### config.mk
export PLATFORM = sky130hd
export DESIGN_NAME = efas_lzc
export DESIGN_NICKNAME = d
export VERILOG_FILES = /design/src/design/efas_pkg.sv /design/src/design/efas_lzc.sv
export SDC_FILE = /design/constraint.sdc
export NUM_CORES = 1
export LEC_CHECK = 0
export ABC_AREA = 1
export BUFFER_PORTS_ARGS = -buffer_cell sky130_fd_sc_hd__buf_2
export CORE_ASPECT_RATIO = 0.7
export CORE_MARGIN = 3
export CORE_UTILIZATION = 38
export DETAILED_ROUTE_END_ITERATION = 10
export PLACE_DENSITY = 0.73
export REMOVE_ABC_BUFFERS = 1
export SETUP_SLACK_MARGIN = 0.02
export SYNTH_ARGS = -nofsm -noshare
export SYNTH_HDL_FRONTEND = slang
export SYNTH_SLANG_ARGS = --single-unit
### constraint.sdc
create_clock -name vclk -period 12.44
set_clock_uncertainty 0.2 [all_clocks]
set_input_delay 2.488 -clock vclk [all_inputs]
set_output_delay 2.488 -clock vclk [all_outputs]
set_load 0.02 [all_outputs]
### src/design/efas_pkg.sv
`timescale 1ns / 1ps
// ----------------------------------------------------------------------------
// efas_pkg
// Types and constants shared by the extended float add/sub pipeline.
// ----------------------------------------------------------------------------
package efas_pkg;

  localparam int EXP_W = 32;
  localparam int WORD_W = 64;
  localparam int SIG_W = 2 * WORD_W + 1;
  localparam int LZC_W = 8;
  localparam logic [EXP_W-1:0] SPECIAL_EXP = 32'h7FFF_FFFF;
  localparam logic [WORD_W-1:0] ALL_ONES = 64'hFFFF_FFFF_FFFF_FFFF;

  typedef enum logic {
    CMD_ADD = 1'b0,
    CMD_SUB = 1'b1
  } cmd_t;

  // significand: {high word, extension word, sticky}
  typedef struct packed {
    logic             sign;
    logic [EXP_W-1:0] exp;
    logic [SIG_W-1:0] sig;
  } xnum_t;

  typedef struct packed {
    logic  special;
    logic  bypass;
    xnum_t byp;
  } side_t;

endpackage

### src/design/efas_lzc.sv
`timescale 1ns / 1ps
// ----------------------------------------------------------------------------
// efas_lzc
// Leading zero count of a 129-bit significand (all zero gives SIG_W).
// ----------------------------------------------------------------------------
module efas_lzc (
  input  logic [efas_pkg::SIG_W-1:0] value,
  output logic [efas_pkg::LZC_W-1:0] count
);
  import efas_pkg::*;

  always_comb begin
    count = LZC_W'(SIG_W);
    for (int i = 0; i < SIG_W; i++) begin
      if (value[i]) begin
        count = LZC_W'(SIG_W - 1 - i);
      end
    end
  end

endmodule

==> results of run 1 <==
## worst max-delay path, delay by kind of cell
kind / cells / cell delay, ns
AO/OA/AOI/OAI: 1 / 0.11
buffers and inverters: 3 / 0.26
AND/OR/NAND/NOR: 126 / 5.95
## per-stage QoR
| stage | instance area [um2] | cells | util, % | setup slack, ns |
|---|---|---|---|---|
| 2_1_floorplan | 2310 | 490 | - | 1.74 |
| 3_3_place_gp | 3090 | 702 | 53.4 | 1.04 |
| 3_5_place_dp | 3090 | 702 | 53.4 | 0.905 |
| 4_1_cts | 3090 | 702 | 53.4 | 0.889 |
| 5_1_grt | 3090 | 702 | 53.4 | -0.329 |
| 6_report | 3090 | 702 | 53.4 | 0.997 |
## layout make-up
type / instances / area (um2) / share of cell area, %
multi-input cells: 356 / 1390 / 45.0
well taps: 75 / 93.8 / 3.04
repair buffers: 137 / 688 / 22.3
inverters: 134 / 916 / 29.6
## metal layers
layer  global-route usage (%)  wire length (um)  vias to the layer above
li1                         -                 -                     1650
met1                     21.9              2790                     1122
met2                     27.5              2470                       72
met3                    0.887               380                        0
met4                        0                 0                        0
met5                        0                 0                        -
## power breakdown
part           leakage [nW]  internal (W)  switching (W)  total [W]
Combinational          2.14     0.0000453      0.0000338  0.0000792
Clock                     0             0              0          0
Sequential                0             0              0          0
Total                  2.14     0.0000453      0.0000338  0.0000792
## cells in the mapped netlist
master / n / area, um2
o21ai_1: 1 / 5.00
o31ai_1: 1 / 7.51
inv_2: 4 / 15.0
a21oi_2: 1 / 8.76
a311oi_1: 1 / 8.76
a31oi_1: 3 / 18.8
inv_1: 100 / 375
nor3_1: 3 / 15.0
nor4_1: 3 / 18.8
a21oi_1: 4 / 20.0
o21bai_1: 2 / 15.0
nor2_1: 103 / 387
a211oi_1: 2 / 15.0
nand2_1: 231 / 867
bufinv_8: 30 / 526
nand3_1: 1 / 5.00
## path summary, 6_finish.rpt
check | end | slack (ns) | depth (start not counted)
max | count[0] | 1.0 | 130
min | count[0] | 5.06 | 3
## kinds of logic after synthesis
family                 count (synthesis)  share of synthesized area, %
AND/OR/NAND/NOR                      341                          56.0
buffers and inverters                134                          39.7
AO/OA/AOI/OAI                         15                          4.28
==> flow_metrics.env, run 1 <==
export IMPL_antenna_found_initial=0
export IMPL_start_util_pct=39.9
export IMPL_seq_area_um2=0
export IMPL_drc=0
export IMPL_vias_per_cell=4.05
export IMPL_hp_start="value[128]"
export IMPL_nets=758
export IMPL_critPathLaunchType="input port"
export IMPL_cts_resized=0
export IMPL_status="finished, final reports clean"
export IMPL_setup_viol=0
export IMPL_dr_pass1_iters=4
export IMPL_synth_distinct_cells=16
export IMPL_crit_required_ns=9.75
export IMPL_fp_dieW_um=99.1
export IMPL_fmax_mhz=87.4
export IMPL_vdd_drop_max_mv=0.0149
export IMPL_critPathLaunch="value[1]"
export IMPL_synth_area_um2=2310
export IMPL_drt_wl_total_um=5640
export IMPL_area_growth_pct=33.9
export IMPL_vias=2844
export IMPL_drv_cap=0
export IMPL_p_leak_nw=2.14
export IMPL_grt_pass1_wl_um=9760
export IMPL_drive_gt1_share_pct=27.4
export IMPL_hold_path_class="input port to output port"
export IMPL_worst_slew_pin_slew_ns=0.511
export IMPL_first_global_vias=2511
export IMPL_holdWs_ns=5.06
export IMPL_die_area_um2=7060
export IMPL_synth_seq_area_share_pct=0
export IMPL_arrival_ns=8.75
export IMPL_setup_tns_final_ns=0
export IMPL_post_cts_buffers=0
export IMPL_p_per_area_nw_per_um2=25.6
export IMPL_slowest_stage="buf_4"
export IMPL_max_stage_delay_ns=0.14
export IMPL_final_cell_mix="nand2_1 (231), buf_2 (136), nor2_1 (103)"
export IMPL_routabilityCongestion=0.809
export IMPL_ios=137
export IMPL_first_iter_violations=53
export IMPL_critPathMostFrequentCell="nand2_1"
export IMPL_mostFrequentLayoutCell="nand2_1"
export IMPL_fillers=652
export IMPL_postCtsHoldBufs=0
export IMPL_diodes=0
export IMPL_hpwl_um=5370
export IMPL_yosys_warnings=0
export IMPL_num_rows=23
export IMPL_slew_headroom_pct=65.6
export IMPL_core_area_um2=5780
export IMPL_grt_usage_pct=15.5
export IMPL_clkbuf_count=0
export IMPL_timing_worst_setup_path_type="input port to output port"
export IMPL_period_minus_slack_ns=11.44
export IMPL_seq_cells=0
export IMPL_rsz0062_at_grt="true"
export IMPL_ant_nets=0
export IMPL_die_h_um=71.2
export IMPL_syn_avg_cell_area_um2=4.71
export IMPL_totalPowerFinal_w=0.0000792
export IMPL_drv_slew=0
export IMPL_wl_per_cell_um=8.04
export IMPL_netlist_instances=490
export IMPL_port_buffers=137
export IMPL_grt_ovfl_total=0
export IMPL_end_kind="output port"
export IMPL_period_share_pct=92.0
export IMPL_hold_viol_final=0
export IMPL_cp_max_fo=2
export IMPL_grt_max_degree=4
(Power assumes the default switching activity.)
==> run 2, diff against run 1 <==
ABC_AREA = default   (was 1)
PLACE_DENSITY = 0.8   (was 0.73)
==> flow_metrics.env, run 2 <==
export IMPL_antenna_found_initial=0
export IMPL_post_cts_buffers=0
export IMPL_first_global_vias=2542
export IMPL_finalWorstSetupSlack_ns=5.36
export IMPL_dpl_worst_slack_ns=5.42
export IMPL_final_cell_mix="buf_2 (137), nor2_1 (48), nor4_1 (35)"
export IMPL_setup_viol=0
export IMPL_status="finished, final reports clean"
export IMPL_post_route_util_pct=60.0
export IMPL_drc=0
export IMPL_area_growth_pct=43.4
export IMPL_holdPathEnd="count[1]"
export IMPL_netlist_instances=297
export IMPL_rsz0062_at_grt="false"
export IMPL_timing_worst_setup_path_type="input port to output port"
export IMPL_hold_path_class="input port to output port"
export IMPL_yosys_warnings=0
export IMPL_start_util_pct=41.9
export IMPL_seq_area_um2=0
export IMPL_grt_max_degree=7
export IMPL_synth_common_cells="nor2_1 (48), nor4_1 (35), a21oi_1 (29), inv_1 (21)"
export IMPL_synth_distinct_cells=50
export IMPL_dr_pass1_iters=6
export IMPL_hp_start="value[103]"
export IMPL_hold_viol_final=0
export IMPL_num_rows=19
export IMPL_die_h_um=62.5
export IMPL_vias_per_cell=6.27
export IMPL_drive_gt1_share_pct=34.1
export IMPL_fin_area_um2=2480
export IMPL_cts_resized=0
export IMPL_nets=565
export IMPL_fp_dieW_um=86.7
export IMPL_seq_cells=0
export IMPL_hpwl_um=6830
export IMPL_dpl_cell_area_um2=2480
export IMPL_p_per_area_nw_per_um2=25.0
export IMPL_setup_tns_final_ns=0
export IMPL_port_buffers=137
export IMPL_drv_cap=0
export IMPL_slew_headroom_pct=49.6
export IMPL_grt_usage_pct=26.0
export IMPL_syn_avg_cell_area_um2=5.83
export IMPL_vias=3047
export IMPL_synth_largest_area_cell="nor4_1"
export IMPL_end_kind="output port"
export IMPL_first_iter_violations=328
export IMPL_grt_ovfl_total=0
export IMPL_synth_top_cell_area_share_pct=12.6
export IMPL_drt_wl_total_um=7760
export IMPL_synth_seq_area_share_pct=0
export IMPL_crit_required_ns=9.75
export IMPL_die_area_um2=5420
export IMPL_drv_slew=0
export IMPL_fillers=416
export IMPL_postCtsHoldBufs=0
export IMPL_wl_per_cell_um=16.0
export IMPL_vdd_drop_max_mv=0.0149
export IMPL_routabilityCongestion=0.945
export IMPL_clkbuf_count=0
export IMPL_grt_pass1_wl_um=11900
export IMPL_p_leak_nw=1.03
export IMPL_worst_slew_pin_slew_ns=0.749
export IMPL_hold_path_depth=4
export IMPL_ios=137
export IMPL_arrival_ns=4.39
export IMPL_synth_area_top_cells="nor4_1 (13%), nor2_1 (10%), a21oi_1 (8.4%)"
export IMPL_mostFrequentLayoutCell="buf_2"
export IMPL_period_share_pct=56.9
export IMPL_core_area_um2=4140
export IMPL_fmax_mhz=141
export IMPL_ant_nets=0
export IMPL_cp_max_fo=3
export IMPL_period_minus_slack_ns=7.08
export IMPL_yosysMostFrequentCell="nor2_1"
export IMPL_diodes=0
export IMPL_synth_area_um2=1730
export IMPL_critPathLaunchType="input port"
export IMPL_multi_input_area_um2=1650
[run 2: per-layer routing]
metal	wire, um	up-vias	GRT usage [%]
li1	-	1484	-
met1	3660	1372	41.6
met2	3200	189	38.1
met3	896	2	3.69
met4	8	0	0
met5	0	-	0
[run 2: cell families (layout without fill, tap and decap cells)]
family | after synthesis | in the layout | share of synthesized area (%)
AND/OR/NAND/NOR | 167 | 167 | 53.0
AO/OA/AOI/OAI | 108 | 108 | 42.2
buffers and inverters | 22 | 159 | 4.77
[run 2: report_power, final]
| group | total (W) | internal [W] | leakage [nW] | switching, W |
|---|---|---|---|---|
| logic | 0.0000620 | 0.0000261 | 1.03 | 0.0000359 |
| clock network | 0 | 0 | 0 | 0 |
| registers | 0 | 0 | 0 | 0 |
| total | 0.0000620 | 0.0000261 | 1.03 | 0.0000359 |
[run 2: through the flow]
stage / instances / hold WS [ns] / power [W]
floorplan: 297 / 4.99 / 0.0000204
global placement: 486 / 5.24 / 0.0000591
detailed placement: 486 / 5.24 / 0.0000601
CTS: 486 / 5.24 / 0.0000603
global route: 486 / 5.27 / 0.0000681
finish: 486 / 5.24 / 0.0000620
[run 2: critical path: stages]
cell     delay, ns
buf_2         0.11
nor4_1        0.67
nand2_2       0.11
or4_4         0.51
nor3_2        0.14
and3_1        0.19
buf_2         0.17
[run 2: worst max path at each step]
| stage | slack (ns) | endpoint | from |
|---|---|---|---|
| 2_1_floorplan | 5.71 | count[0] | value[123] |
| 3_3_place_gp | 5.43 | count[7] | value[21] |
| 3_5_place_dp | 5.42 | count[7] | value[21] |
| 4_1_cts | 5.41 | count[7] | value[21] |
| 5_1_grt | 5.25 | count[4] | value[33] |
| 6_report | 5.36 | count[7] | value[21] |
[run 2: final cells by class]
type	count	share of cell area (%)
Tap cell	52	2.62
Timing Repair Buffer	137	27.6
Multi-Input combinational cell	275	66.4
Inverter	22	3.33
